--- config.mk ---
export PLATFORM = sky130hd
export DESIGN_NAME = tftp_write_receiver
export DESIGN_NICKNAME = d
export VERILOG_FILES = /design/src/sv/tftp_wr_pkg.sv /design/src/sv/tftp_write_receiver.sv
export SDC_FILE = /design/constraint.sdc
export NUM_CORES = 1
export LEC_CHECK = 0
export BUFFER_PORTS_ARGS = -buffer_cell sky130_fd_sc_hd__buf_2
export CORE_ASPECT_RATIO = 1.2
export CORE_UTILIZATION = 25
export DETAILED_ROUTE_END_ITERATION = 10
export GPL_ROUTABILITY_DRIVEN = 0
export PLACE_DENSITY_LB_ADDON = 0.12
export SKIP_LAST_GASP = 1
export SLEW_MARGIN = 10
export SYNTH_ARGS = -nofsm -noshare
export SYNTH_HDL_FRONTEND = slang
export SYNTH_SLANG_ARGS = --single-unit
--- constraint.sdc ---
create_clock -name clk_i -period 2.9 [get_ports clk_i]
set_clock_uncertainty 0.1 [all_clocks]
set_input_delay 0.87 -clock clk_i [delete_from_list [all_inputs] [get_ports clk_i]]
set_output_delay 0.87 -clock clk_i [all_outputs]
set_load 0.02 [all_outputs]
--- src/sv/tftp_wr_pkg.sv ---
// ----------------------------------------------------------------------------
// TFTP write receiver package
// Shared codes and sizes for the receiver and its checker.
// ----------------------------------------------------------------------------
package tftp_wr_pkg;

  localparam int unsigned BlockBytes = 512;

  localparam logic [15:0] TftpData        = 16'd3;
  localparam logic [15:0] TftpAck         = 16'd4;
  localparam logic [15:0] TftpErrIllegalOp = 16'd4;
  localparam logic [3:0]  RetryLimitReset = 4'd10;
  localparam logic [3:0]  RetryCountMax   = 4'd15;

  typedef enum logic [1:0] {
    FUNC_START = 2'd0,
    FUNC_PKT   = 2'd1,
    FUNC_TICK  = 2'd2
  } func_e;

  typedef enum logic [1:0] {
    ACT_NONE  = 2'd0,
    ACT_ACK   = 2'd1,
    ACT_ERROR = 2'd2
  } action_e;

  // Status codes reported on the result
  localparam logic [2:0] StIdle      = 3'd0;
  localparam logic [2:0] StReceiving = 3'd1;
  localparam logic [2:0] StComplete  = 3'd2;
  localparam logic [2:0] StTimedOut  = 3'd3;
  localparam logic [2:0] StProtoErr  = 3'd4;

endpackage

--- src/sv/tftp_write_receiver.sv ---
// ----------------------------------------------------------------------------
// TFTP write receiver
// Stop-and-wait receiving side of a TFTP write: one event in, one reply out.
// ----------------------------------------------------------------------------
// Path: an accepted input beat goes through the input register, then the
//   result register, to become its result beat.
// Throughput: one event per cycle while out_stall_i does not hold the result
//   beat; the transfer state updates as each event moves from the input register into the result register.
// Reset: phase idle, expected block and retry count zero, retry_limit 10,
//   both pipeline registers empty.
module tftp_write_receiver
  import tftp_wr_pkg::*;
(
  input  logic        clk_i,
  input  logic        rst_ni,
  // event channel
  input  logic        in_valid_i,
  output logic        in_stall_o,
  input  logic [1:0]  func_i,
  input  logic [15:0] opcode_i,
  input  logic [15:0] block_num_i,
  input  logic [9:0]  payload_len_i,
  // result channel
  output logic        out_valid_o,
  input  logic        out_stall_i,
  output logic [1:0]  action_o,
  output logic [15:0] tx_value_o,
  output logic        write_payload_o,
  output logic [2:0]  status_o,
  // retry_limit register write channel
  input  logic        cfg_valid_i,
  output logic        cfg_ready_o,
  input  logic [3:0]  cfg_data_i
);

  typedef enum logic [2:0] {
    PH_IDLE      = StIdle,
    PH_RECEIVING = StReceiving,
    PH_COMPLETE  = StComplete,
    PH_TIMEDOUT  = StTimedOut,
    PH_PROTO_ERR = StProtoErr
  } phase_e;

  // Input register
  logic        in_vld_q;
  logic [1:0]  func_q;
  logic [15:0] opcode_q;
  logic [15:0] blk_q;
  logic [9:0]  plen_q;

  // Result register
  logic        out_vld_q;
  logic [1:0]  action_q, action_d;
  logic [15:0] txv_q, txv_d;
  logic        wr_q, wr_d;
  logic [2:0]  status_q;

  // Transfer state
  phase_e      phase_q, phase_d;
  logic [15:0] exp_blk_q, exp_blk_d;
  logic [3:0]  retry_q, retry_d;
  logic [3:0]  retry_inc;
  logic [3:0]  limit_q;

  logic adv;   // result register free to load this cycle
  logic proc;  // an event is evaluated and commits state this cycle

  assign adv        = !out_vld_q || !out_stall_i;
  assign proc       = in_vld_q && adv;
  // Hold the input beat only while a loaded input register cannot drain
  assign in_stall_o = in_vld_q && !adv;
  assign cfg_ready_o = 1'b1;

  assign retry_inc = (retry_q < RetryCountMax) ? retry_q + 4'd1 : retry_q;

  // Evaluate one event against the current transfer state
  always_comb begin
    action_d  = ACT_NONE;
    txv_d     = '0;
    wr_d      = 1'b0;
    phase_d   = phase_q;
    exp_blk_d = exp_blk_q;
    retry_d   = retry_q;
    case (func_q)
      FUNC_START: begin
        // Start always restarts, whatever the phase
        action_d  = ACT_ACK;
        exp_blk_d = 16'd1;
        retry_d   = '0;
        phase_d   = PH_RECEIVING;
      end
      FUNC_PKT: begin
        if (phase_q == PH_RECEIVING) begin
          retry_d = '0;
          if (opcode_q != TftpData) begin
            action_d = ACT_ERROR;
            txv_d    = TftpErrIllegalOp;
            phase_d  = PH_PROTO_ERR;
          end else if (blk_q == exp_blk_q) begin
            wr_d     = 1'b1;
            action_d = ACT_ACK;
            txv_d    = exp_blk_q;
            // Short block ends the transfer; a full one moves on
            if (plen_q < 10'(BlockBytes)) begin
              phase_d = PH_COMPLETE;
            end else begin
              exp_blk_d = exp_blk_q + 16'd1;
            end
          end else if (blk_q < exp_blk_q) begin
            // Duplicate of an old block: re-ACK it
            action_d = ACT_ACK;
            txv_d    = blk_q;
          end else begin
            action_d = ACT_ERROR;
            txv_d    = TftpErrIllegalOp;
            phase_d  = PH_PROTO_ERR;
          end
        end
      end
      FUNC_TICK: begin
        if (phase_q == PH_RECEIVING) begin
          // Resend the last ACK, give up once the limit is reached
          action_d = ACT_ACK;
          txv_d    = exp_blk_q - 16'd1;
          retry_d  = retry_inc;
          if (retry_inc >= limit_q) begin
            phase_d = PH_TIMEDOUT;
          end
        end
      end
      default: begin
        // Unused event code: ignore
      end
    endcase
  end

  // Control and state registers
  always_ff @(posedge clk_i or negedge rst_ni) begin
    if (!rst_ni) begin
      in_vld_q  <= 1'b0;
      out_vld_q <= 1'b0;
      phase_q   <= PH_IDLE;
      exp_blk_q <= '0;
      retry_q   <= '0;
      limit_q   <= RetryLimitReset;
    end else begin
      if (!in_stall_o) begin
        in_vld_q <= in_valid_i;
      end
      if (adv) begin
        out_vld_q <= in_vld_q;
      end
      if (proc) begin
        phase_q   <= phase_d;
        exp_blk_q <= exp_blk_d;
        retry_q   <= retry_d;
      end
      if (cfg_valid_i && cfg_ready_o) begin
        limit_q <= cfg_data_i;
      end
    end
  end

  // Payload registers
  always_ff @(posedge clk_i) begin
    if (!in_stall_o && in_valid_i) begin
      func_q   <= func_i;
      opcode_q <= opcode_i;
      blk_q    <= block_num_i;
      plen_q   <= payload_len_i;
    end
    if (proc) begin
      action_q <= action_d;
      txv_q    <= txv_d;
      wr_q     <= wr_d;
      status_q <= phase_d;
    end
  end

  assign out_valid_o     = out_vld_q;
  assign action_o        = action_q;
  assign tx_value_o      = txv_q;
  assign write_payload_o = wr_q;
  assign status_o        = status_q;

endmodule

# Word level (Yosys, flattened, before mapping)
# Index checks and enable logic that the tools add are counted.
[word_totals]
input_bits = 53
output_inout_bits = 25
register_bits = 95
word_cells = 77
[classes]
reduce_logical = 14
eq_ne = 10
order_cmp = 4
n_addsub = 3
muxes = 30
n_bitwise = 2
[op_table]
columns = ["cell", "count"]
rows = [
  ["$mux W16", 9],
  ["$pmux W16 S2", 2],
  ["$mux W3", 7],
  ["$add A16 B1 Y16 const B", 1],
  ["$eq A16 B16 Y1", 1],
  ["$lt A16 B16 Y1", 1],
  ["$ne A16 B2 Y1 const B", 1],
  ["$sub A16 B1 Y16 const B", 1],
  ["$mux W4", 3],
  ["$pmux W4 S3", 1],
  ["$lt A10 B10 Y1 const B", 1],
  ["$ne A2 B2 Y1 const B", 5],
  ["$pmux W3 S3", 1],
  ["$mux W2", 4],
  ["$pmux W2 S3", 1],
  ["$reduce_and A6 Y1", 1],
  ["$add A4 B1 Y4 const B", 1],
  ["$ge A4 B4 Y1", 1],
  ["$logic_not A1 Y1", 4],
  ["$lt A4 B4 Y1 const B", 1],
  ["$reduce_and A4 Y1", 1],
  ["$eq A3 B1 Y1 const B", 1],
  ["$logic_and A1 B1 Y1", 3],
  ["$reduce_bool A3 Y1", 1],
  ["8 further kinds", 10],
]

# Longest topological paths before layout
# Gate-level depths: netlist (run 1).
[logic_depth]
depth_word = 6
ltp_mapped = 11
depth_no_buf = 11

# Worst setup path after synthesis (run 1)
# No wires, ideal clock.
[synth_path]
kind = "input to register"
from = "in out_stall_i"
to = "reg exp_blk_q[11]"
setup_ps = 133
path_slack_ps = 16
stages = 7
required_time_ps = 2667
path_buffers = 0
arrival_ps = 2651
path_cell_list = "a21bo_2 inv_1 and4_1 nand4_2 a2111oi_2 xnor2_1 nor2_1"
[synth_via]
elab_chain_cells = 4
[synth_lines]
columns = ["item", "line_no", "text"]
rows = [
  ["from (decl)", "tftp_write_receiver.sv:25", "input logic out_stall_i,"],
  ["$logic_not A1 Y1", "tftp_write_receiver.sv:68", "assign adv = !out_vld_q || !out_stall_i;"],
  ["$logic_or A1 B1 Y1", "tftp_write_receiver.sv:68", ""],
  ["$logic_and A1 B1 Y1", "tftp_write_receiver.sv:69", "assign proc = in_vld_q && adv;"],
  ["net proc", "tftp_write_receiver.sv:66", "logic proc;"],
  ["$reduce_and A6 Y1 (no line)", "n/a", ""],
  ["to (signal assigned)", "tftp_write_receiver.sv:155", "exp_blk_q <= exp_blk_d;"],
  ["to (decl)", "tftp_write_receiver.sv:60", "logic [15:0] exp_blk_q, exp_blk_d;"],
]
# The timed path passes the listed nets, and every way through them passes these cells.
# A chain may end at the register's enable or synchronous reset.

# Worst setup path in the final report (run 1)
[layout_path]
from = "reg blk_q[9]"
to = "reg status_q[2] (netlist: status_o[2]), data pin"
[layout_via]
elab_chain_cells = 6
elab_cells_between_ends = 7
cone_classes = "1 x order compare; 1 x eq/ne; 5 x mux"
[layout_lines]
columns = ["item", "line_no", "text"]
rows = [
  ["from (decl)", "tftp_write_receiver.sv:48", "logic [15:0] blk_q;"],
  ["from (signal assigned)", "tftp_write_receiver.sv:169", "blk_q <= block_num_i;"],
  ["$lt A16 B16 Y1", "tftp_write_receiver.sv:109", "end else if (blk_q < exp_blk_q) begin"],
  ["$mux W3", "tftp_write_receiver.sv:109", ""],
  ["$mux W3 *", "tftp_write_receiver.sv:99", "end else if (blk_q == exp_blk_q) begin"],
  ["$mux W3 *", "tftp_write_receiver.sv:95", "if (opcode_q != TftpData) begin"],
  ["$mux W3 *", "tftp_write_receiver.sv:93", "if (phase_q == PH_RECEIVING) begin"],
  ["$pmux W3 S3 *", "tftp_write_receiver.sv:84", "case (func_q)"],
  ["net phase_d[2]", "tftp_write_receiver.sv:59", "phase_e phase_q, phase_d;"],
  ["to (signal assigned)", "tftp_write_receiver.sv:176", "status_q <= phase_d;"],
  ["to (decl)", "tftp_write_receiver.sv:56", "logic [2:0] status_q;"],
]
# The timed path passes the listed nets; every way through them passes the cells marked *.

==> impl_results.md, run 1 <==
* Slew @ Worst Pin at approximately 0.79 ns
* Cell depth of the worst hold path at 1
* I/O pins at 78
* Syn nets at ~500
* TritonCTS clock tree: yes
* Area delta synth->final at 25.61%
* Chip Height at between 150 and 200 um
* LEAKAGE at 0.002352 uW
* Post-synth EDFFs at 57
* Worst Path Required at 3.02 ns
* Top FF cell, synth: edfxtp_1
* Yosys synthesis warning count at 0
* Max incr delay on CP at 0.53 ns
* Routed wire length at 12.15 mm
* Initial Util at 25.91%
* Final worst-path cycle share at 94.17%
* GRT overflow at 0
* Max_slew headroom at 46.96%
* DR pass1 iterations at 8
* Postcts setup bufs at 0
* Unrepaired setup endpoints after global routing: false
* CP Class: reg -> reg
* Largest net degree at the start of global routing at 36
* Vias in the first global route at 3,576
* Vias post-DR at 3,637
* Pwr dens at 539.8 nW/um2
* Final hold slack at a little under 0.4 ns
* Max Freq at 366.2 MHz
* Port bufs at between 60 and 70
* Die width at 125.7 um
* Layout cells sized above 1 at around 27%
* R2R depth at 6
* Antenna Nets Post-Route at 0
* FFs w/ async S/R, synth at around a third
* Cell Chain, Critical Path: ha_1 -> nand4_1 -> a2111o_1 -> a41oi_1 -> nor3b_1 -> nand2b_1
* WP data arrival at approximately 2.9 ns
* Synth Register Bits at 86
* Synth area leaders: edfxtp_1 37%, dfrtp_1 15%, ha_1 7.4%, xnor2_1 3.6%, nor2_1 3.6%
* Hold_sp: in_vld_q$_DFFE_PN0N_
* Crit end category: flop
* DP Cell Count at 731
* Diodes inserted at 0
* Syn Area/Cell at approximately 11 um2
* Placed wire-length estimate at 9.297 mm
* Most frequent cells in the layout: 67 x buf_2, 57 x edfxtp_1, 44 x nor2_1
* TritonCTS Buffers at 9
* Total GRT Usage at ~14%
* R2R Path Start: blk_q[9]$_DFFE_PP_
* Max-cap violations at 0
* Die Area at roughly 19,000 um2
* Post-synth top area share at 37.32%
* Most common cell after layout, fill and taps aside: buf_2
* Initial antenna violation count at 0
* Cell taking the most area after synthesis: edfxtp_1
* Final min period at 2.731 ns
* Post-synthesis sequential area ratio at about 53%
* Failing checks: design-rule violations
* Fill count at between 1,500 and 2,000
* Core Rows at 53
* Final Hold Fails at 0
* CP Max Fanout at 5
* Reg clk slew, reported paths at 0.06 ns
* Worst-Skew Late Latency at 0.35 ns
* DR DRC count at 3
* Finished Layout Cells at 747
* Root buffer cell: clkbuf_16
* Startpoint Class: flop
* Worst min path class: reg -> reg
* Worst IR Drop VDD at approximately 0.25 mV
* Slowest stage cell, crit path: a41oi_1
* Clock buffer depth at 2
* Sum Neg Setup Slack at 0 ns
* CP startpoint: blk_q[9]$_DFFE_PP_
* WL/cell at approximately 16 um
* Final slew viol count at 0
* First-pass GRT wire length at 19.51 mm
* H-tree depth at 3
* Number of DRC markers in iteration 0 at 169
* Syn Inst Count at 416
* # clock sinks at 86
* Final #Nets at 602
* Hold_buf cts at 0
* DR vias/cell at 4.869
* Yosys cell types at 60
* Core area at 17,710 um2
* Final setup fails at 0
* Synth Cell Area at roughly 4600 um2
* Status: complete, but fails checks
==> power breakdown <==
part           internal (uW)  leakage [uW]  switching (uW)
clock network            626      0.000132             474
registers               1420      0.000934            55.8
logic                    210       0.00129             325
==> metrics by stage <==
step	worst slack, ns	total power, uW	instance area, um2	utilization (%)
5_1_grt	0.03206	3284	5762	32.54
3_5_place_dp	0.08844	2038	5460	30.84
4_1_cts	0.1302	3160	5741	32.42
6_report	0.1691	3110	5762	32.54
2_1_floorplan	0.01646	1810	4587	-
3_3_place_gp	0.1209	2027	5460	30.84
==> cells in the mapped netlist (8+ instances only) <==
master,n
a21oi_1,19
a221o_1,8
clkbuf_1,11
dfrtp_1,27
edfxtp_1,57
ha_1,27
inv_1,27
nand2_1,29
nand3_1,14
nand4_1,8
nor2_1,44
nor3_1,8
o21ai_0,19
xnor2_1,19
==> sequential cells by signal, indices dropped and copies added (netlist names) <==
name,count
action_o,2
blk_q,16
exp_blk_q,16
func_q,2
in_vld_q,1
limit_q,4
opcode_q,16
out_valid_o,1
phase_q,3
plen_q,1
retry_q,4
status_o,3
tx_value_o,16
write_payload_o,1
==> per-layer routing <==
metal  vias up  track usage (%)  wire, um
li1       1763                -         -
met1      1735            18.03      5561
met2       118            22.14      5754
met3        21            3.021       558
met4         0            5.732       275
met5         -                0         0
==> layout make-up <==
type | instances | area [um2] | share of cell area, %
Clock buffer | 13 | 260.3 | 4.517
Clock inverter | 3 | 20.02 | 0.3474
Inverter | 27 | 101.3 | 1.759
Multi-Input combinational cell | 289 | 2002 | 34.74
Sequential cell | 86 | 2440 | 42.35
Tap cell | 220 | 275.3 | 4.777
Timing Repair Buffer | 109 | 663.1 | 11.51
==> path summary, 6_finish.rpt <==
kind,slack [ns],end
setup / recovery,0.17,status_o[2]$_DFFE_PP_
hold / removal,0.39,out_valid_o$_DFFE_PN0N_
setup reg to reg,0.17,status_o[2]$_DFFE_PP_
hold reg to reg,0.39,out_valid_o$_DFFE_PN0N_
max in group asynchronous,1.71,exp_blk_q[13]$_DFFE_PN0P_
min in group asynchronous,0.49,retry_q[0]$_DFFE_PN0P_
==> cell families after synthesis <==
group / after synthesis / share of synthesized area [%]
AND/OR/NAND/NOR: 150 / 17.84
AO/OA/AOI/OAI: 87 / 13.15
flip-flops: 86 / 53.19
buffers and inverters: 41 / 3.628
adder cells (fa/ha/maj): 27 / 7.365
XOR/XNOR: 20 / 3.819
multiplexers: 4 / 0.9274
other: 1 / 0.08175
==> timing repair <==
item,CTS,global route
hold endpoints to repair,0,0
setup endpoints to repair,0,2
resized for setup,0,6
==> critical path, delay by kind of cell, from the launching register on <==
kind / cells / cell delay [ns]
AOI/OAI and AO/OA: 2 / 0.97
adders and majority gates: 1 / 0.33
and+or+nand+nor: 3 / 0.73
DFF: 1 / 0.46
Note: power is estimated with default switching activity, not from simulation.
==> run 2: changes to the inputs <==
--- a/config.mk
+++ b/config.mk
@@ -7,10 +7,11 @@
 export LEC_CHECK = 0
 export BUFFER_PORTS_ARGS = -buffer_cell sky130_fd_sc_hd__buf_2
 export CORE_ASPECT_RATIO = 1.2
-export CORE_UTILIZATION = 25
+export CORE_UTILIZATION = 51
 export DETAILED_ROUTE_END_ITERATION = 10
 export GPL_ROUTABILITY_DRIVEN = 0
 export PLACE_DENSITY_LB_ADDON = 0.12
+export REMOVE_ABC_BUFFERS = 1
 export SKIP_LAST_GASP = 1
 export SLEW_MARGIN = 10
 export SYNTH_ARGS = -nofsm -noshare
==> impl_results.md, run 2 (synthesis results as in run 1) <==
* Status: completed
* FF-to-FF setup slack at 0.15 ns (about the same)
* DR pass1 iterations at 5 (-3)
* Top layer reached by signal wires: met4
* Core area at 8657 um2 (-51%)
* Reg power frac at 48.1% (+0.7 points)
* Final hold slack at 0.3758 ns (-0.01716 ns)
* Routed wire length at 10.35 mm (-15%)
* Port bufs at 67 (unchanged)
* Net Sw Frac at 26.13% (-1.4 points)
* Diodes inserted at 0 (unchanged)
* Most common cell after layout, fill and taps aside: buf_2
* H-tree depth at 3 (unchanged)
* Vias post-DR at 3,609 (-0.77%)
* Met3 wire length at 562 um (+0.72%)
* Root buffer cell: clkbuf_8
* Reg clk slew, reported paths at 0.08 ns (+0.02 ns)
* DR DRC count at 0 (-3)
* TritonCTS clock tree: yes
* TritonCTS Buffers at 9 (unchanged)
* Worst IR Drop VDD at 0.3654 mV (+48%)
* Switching pwr at 801.5 uW (-6.2%)
* Max-cap violations at 0 (unchanged)
* WP data arrival at 2.75 ns (-0.10 ns)
* Worst Path Required at 2.91 ns (-0.11 ns)
* DP Cell Count at 618 (-15%)
* LEAKAGE at 0.002296 uW (-2.4%)
* Fin worst setup slack at 0.1548 ns (-0.01427 ns)
* R2r endpoint: status_o[1]$_DFFE_PP_
* Power share of the combinational group at 16.5% (-0.7 points)
* CP Class: reg -> reg
* Layout cells sized above 1 at 24.95% (-2.0 points)
* Startpoint Class: flop
* Final Hold Fails at 0 (unchanged)
* Final setup fails at 0 (unchanged)
* Core Rows at 37 (-30%)
* R2R Path Start: retry_q[0]$_DFFE_PN0P_
* WL/cell at 16.32 um (+0.34%)
* DP Worst Slack at 0.1554 ns (+0.06697 ns)
* Worst-Skew Late Latency at 0.37 ns (+0.02 ns)
* Most frequent cells in the layout: 67 x buf_2, 57 x edfxtp_1, 44 x nor2_1
* Placed wire-length estimate at 7.813 mm (-16%)
* Slew @ Worst Pin at 0.7289 ns (-0.06240 ns)
* Area delta synth->final at 19.99%
* Hold EP: out_valid_o$_DFFE_PN0N_
* CP Max Fanout at 5 (unchanged)
* Number of DRC markers in iteration 0 at 307 (+82%)
* First-pass GRT wire length at 16.51 mm (-15%)
* Total GRT Usage at 23.94% (+10 points)
* Max_slew headroom at 51.41% (+4.4 points)
* Max Freq at 364.3 MHz (-0.52%)
* R2R depth at 10 (+4)
* Unrepaired setup endpoints after global routing: false
* Worst min path class: reg -> reg
* Finished Layout Cells at 634 (-15%)
* Antenna Nets Post-Route at 0 (unchanged)
* Initial antenna violation count at 0 (unchanged)
* Pwr dens at 557.4 nW/um2 (+3.3%)
* Die width at 88.58 um (-30%)
* Initial Util at 52.98% (+27 points)
* Final #Nets at 592 (-1.7%)
* Sum Neg Setup Slack at 0 ns (unchanged)
* Hold_sp: in_vld_q$_DFFE_PN0N_
* Vias in the first global route at 3,559 (-0.48%)
* Final min period at 2.745 ns (+0.01427 ns)
* Chip Height at 105.9 um (-30%)
* Cell depth of the worst hold path at 1 (unchanged)
* GRT overflow at 0 (unchanged)
* # clock sinks at 86 (unchanged)
* DR vias/cell at 5.692 (+17%)
* Clk pwr share at 35.3% (about the same)
* Largest net degree at the start of global routing at 36 (unchanged)
* Met2 wire length at 5.044 mm (-12%)
* Die Area at 9379 um2 (-50%)
* Final worst-path cycle share at 94.66% (+0.49 points)
* Internal power at 2266 uW (+0.49%)
* Crit end category: flop
* I/O pins at 78 (unchanged)
* Final slew viol count at 0 (unchanged)
* Clock buffer depth at 2 (unchanged)
* Metal1 wirelength at 4.396 mm (-21%)
## run 2: cell types whose count changed in the layout (fill, tap and decap cells not counted), moves of 2 or more
cell       change
buf_4          -9
clkbuf_16      -9
clkbuf_8       +7
bufinv_16      +4
clkbuf_1       -2
## run 2: worst max path at each step
stage               cells after the start                      start                        end  slack, ns
detailed placement                     10     retry_q[0]$_DFFE_PN0P_      status_o[1]$_DFFE_PP_       0.16
finish                                 10     retry_q[0]$_DFFE_PN0P_      status_o[1]$_DFFE_PP_       0.15
global route                            8  exp_blk_q[15]$_DFFE_PN0P_      status_o[1]$_DFFE_PP_       0.01
global placement                       10     retry_q[0]$_DFFE_PN0P_      status_o[1]$_DFFE_PP_       0.23
floorplan                               6                out_stall_i  exp_blk_q[11]$_DFFE_PN0P_      -0.02
CTS                                    10     retry_q[0]$_DFFE_PN0P_      status_o[1]$_DFFE_PP_       0.14
## run 2: metal layers
layer / global-route usage (%) / vias up
met5: 0 / -
met4: 13.02 / 0
met3: 4.581 / 34
met2: 39.67 / 163
met1: 29.02 / 1670
li1: - / 1742
## run 2: area by class of cell
cell class	instances	area [um2]
clock buffer	9	123.9
multi-input combinational	289	1981
tap	117	146.4
inverter	27	101.3
clock inverter	7	136.4
sequential	86	2440
timing repair buffer	99	575.6
fill	710	3153
## run 2: power groups by stage
stage               clock network [uW]  logic [uW]  registers, uW
detailed placement                   0         501           1500
CTS                               1100         505           1470
global route                      1150         562           1490
floorplan                            0         277           1530
global placement                     0         482           1500
finish                            1080         507           1480
## run 2: what timing repair did
action / 4_1_cts / 5_1_grt
buffers inserted: 0 / 0
hold buffers: 0 / 0
setup endpoints to repair: 0 / 1
gates resized for setup: 0 / 1
## run 2: worst max-delay path, cell delays in order (launching register included)
cell and delay (ns):
dfrtp_1 0.46, ha_1 0.27, nand3_1 0.18, mux2_2 0.38, ha_1 0.27, nand2_1 0.06, o21ai_0 0.06, a21oi_1 0.25
nor2_1 0.06, a211oi_1 0.27, a22oi_1 0.11
## run 2: stage by stage
| step | cell area, um2 | total power, uW | utilization [%] |
|---|---|---|---|
| 2_1_floorplan | 4522 | 1805 | - |
| 3_3_place_gp | 5244 | 1980 | 60.57 |
| 3_5_place_dp | 5244 | 2003 | 60.57 |
| 4_1_cts | 5504 | 3080 | 63.58 |
| 5_1_grt | 5504 | 3196 | 63.58 |
| 6_report | 5504 | 3068 | 63.58 |
==> run 3: changes to the inputs <==
--- a/config.mk
+++ b/config.mk
@@ -6,7 +6,7 @@
 export NUM_CORES = 1
 export LEC_CHECK = 0
 export BUFFER_PORTS_ARGS = -buffer_cell sky130_fd_sc_hd__buf_2
-export CORE_ASPECT_RATIO = 1.2
+export CORE_ASPECT_RATIO = 1.1
 export CORE_UTILIZATION = 51
 export DETAILED_ROUTE_END_ITERATION = 10
 export GPL_ROUTABILITY_DRIVEN = 0
==> impl_results.md, run 3 (synthesis results as in run 1) <==
* Final worst-path cycle share at 98.11% (+3.4 points)
* Status: completed
* Chip Height at 101.5 um (-4.2%)
* Core area at 8539 um2 (-1.4%)
* WP data arrival at 2.98 ns (+0.23 ns)
* DP Worst Slack at 0.1564 ns (+0.001028 ns)
* Max Freq at 351.5 MHz (-3.5%)
* Reg clk slew, reported paths at 0.09 ns (about the same)
* TritonCTS Buffers at 9 (unchanged)
* I/O pins at 78 (unchanged)
* Worst IR Drop VDD at 0.4155 mV (+14%)
* Max_slew headroom at 52.16% (+0.75 points)
* Pwr dens at 545.0 nW/um2 (-2.2%)
* Slowest stage cell, crit path: dfrtp_1
* First-pass GRT wire length at 15.85 mm (-4.0%)
* # clock sinks at 86 (unchanged)
* Startpoint Class: flop
* Antenna Nets Post-Route at 0 (unchanged)
* Initial Util at 53.71% (+0.73 points)
* Diodes inserted at 0 (unchanged)
* Area delta synth->final at 19.01%
* DP Cell Count at 608 (-1.6%)
* Die width at 92.42 um (+4.3%)
* Final Hold Fails at 0 (unchanged)
* Clock buffer depth at 2 (unchanged)
* Slew @ Worst Pin at 0.7176 ns (-0.01127 ns)
* CP delay by family, top: simple AND/OR/NAND/NOR gates
* DR vias/cell at 5.739 (+0.81%)
* TritonCTS clock tree: yes
* Cell Chain, Critical Path: inv_1 -> ha_1 -> nand4_1 -> buf_4 -> nor4_4 -> nand4_2 -> buf_4 -> nor4_1 -> xnor2_1 -> nor2_1
* Total GRT Usage at 22.21% (-1.7 points)
* Worst min path class: reg -> reg
* Design Area, Final at 5459 um2 (-0.82%)
* Worst-Skew Late Latency at 0.36 ns (about the same)
* Most numerous cell on the critical path: buf_4
* Final setup fails at 0 (unchanged)
* Fin worst setup slack at 0.05488 ns (-0.09995 ns)
* Final min period at 2.845 ns (+0.09995 ns)
* Number of DRC markers in iteration 0 at 347 (+13%)
* Finished Layout Cells at 624 (-1.6%)
* Die Area at 9377 um2 (about the same)
* Final #Nets at 588 (-0.68%)
* Max incr delay on CP at 0.41 ns (-0.05 ns)
* DR DRC count at 0 (unchanged)
* Routed wire length at 9.866 mm (-4.6%)
* Vias post-DR at 3,581 (-0.78%)
* Final slew viol count at 0 (unchanged)
* H-tree depth at 3 (unchanged)
* Final hold slack at 0.3747 ns (-0.001097 ns)
* Worst Path Required at 3.04 ns (+0.13 ns)
* DR pass1 iterations at 6 (+1)
* Most frequent cells in the layout: 67 x buf_2, 57 x edfxtp_1, 44 x nor2_1
* Vias in the first global route at 3,259 (-8.4%)
* Layout cells sized above 1 at 24.76% (-0.20 points)
* Initial antenna violation count at 0 (unchanged)
* Worst path buffer plus inverter count at 3 (+3)
* Placed wire-length estimate at 7.429 mm (-4.9%)
* Placed Area at 5206 um2 (-0.72%)
* CP Max Fanout at 5 (unchanged)
* WL/cell at 15.81 um (-3.1%)
* Most common cell after layout, fill and taps aside: buf_2
* Largest net degree at the start of global routing at 36 (unchanged)
* Postcts setup bufs at 0 (unchanged)
* Crit end category: flop
* Max-cap violations at 0 (unchanged)
* Unrepaired setup endpoints after global routing: true
* CP Class: reg -> reg
* Port bufs at 67 (unchanged)
* Root buffer cell: clkbuf_8
* GRT overflow at 0 (unchanged)
* Core Rows at 35 (-5.4%)
* LEAKAGE at 0.002275 uW (-0.89%)
==> run 3: cell types whose count changed in the layout (fill, tap and decap cells not counted), sizes merged <==
| cell | previous run | this run |
|---|---|---|
| clkinv | 2 | 3 |
| clkinvlp | 1 | 0 |
| bufinv | 4 | 3 |
| inv | 27 | 28 |
| buf | 99 | 95 |
==> run 3: worst paths after layout <==
check / from / endpoint / slack (ns) / cells after the start
min: in_vld_q$_DFFE_PN0N_ / out_valid_o$_DFFE_PN0N_ / 0.37 / 1
min in group asynchronous: rst_ni / limit_q[2]$_DFFE_PN0P_ / 0.45 / 1
max in group asynchronous: rst_ni / exp_blk_q[7]$_DFFE_PN0P_ / 1.78 / 1
max reg2reg: exp_blk_q[10]$_DFFE_PN0P_ / exp_blk_q[5]$_DFFE_PN0P_ / 0.05 / 10
min reg2reg: in_vld_q$_DFFE_PN0N_ / out_valid_o$_DFFE_PN0N_ / 0.37 / 1
max: exp_blk_q[10]$_DFFE_PN0P_ / exp_blk_q[5]$_DFFE_PN0P_ / 0.05 / 10
==> run 3: final cells by class <==
type,count,area [um2]
Inverter,27,101.3
Clock buffer,9,123.9
Multi-Input combinational cell,289,1984
Sequential cell,86,2440
Tap cell,111,138.9
Fill cell,724,3080
Timing Repair Buffer,95,549.3
Clock inverter,7,121.4
==> run 3: worst register-to-register path, cell delays in order, from the launching register on <==
cell and delay [ns]:
dfrtp_1 0.41, inv_1 0.12, ha_1 0.31, nand4_1 0.19
buf_4 0.21, nor4_4 0.38, nand4_2 0.24, buf_4 0.21
nor4_1 0.33, xnor2_1 0.17, nor2_1 0.05
==> run 3: power breakdown <==
group	leakage, uW	total [uW]	switching, uW	internal [uW]
clock network	0.000124	1010	435	576
registers	0.000934	1470	58.2	1420
logic	0.00122	489	299	190
total	0.00228	2980	793	2180
==> run 3: metal layers <==
layer | track usage, % | vias to the layer above | part of all wire, %
met5 | 0 | - | 0
met2 | 33.85 | 146 | 46
met1 | 31.99 | 1676 | 46
met4 | 7.813 | 0 | 1.7
li1 | - | 1740 | -
met3 | 4.129 | 19 | 6.4
==> run 3: through the flow <==
step	total power, uW	utilization, %	TNS (ns)
finish	2975	63.93	0
global route	3099	63.93	-0.04683
CTS	2999	63.84	0
detailed placement	1986	60.97	0
global placement	1969	60.97	0
floorplan	1805	-	-0.02295
==> run 3: repair_timing <==
| item | 4_1_cts | 5_1_grt |
|---|---|---|
| endpoints found under the setup margin | 0 | 8 |
| hold buffers | 0 | 0 |
| gates resized for setup | 0 | 2 |
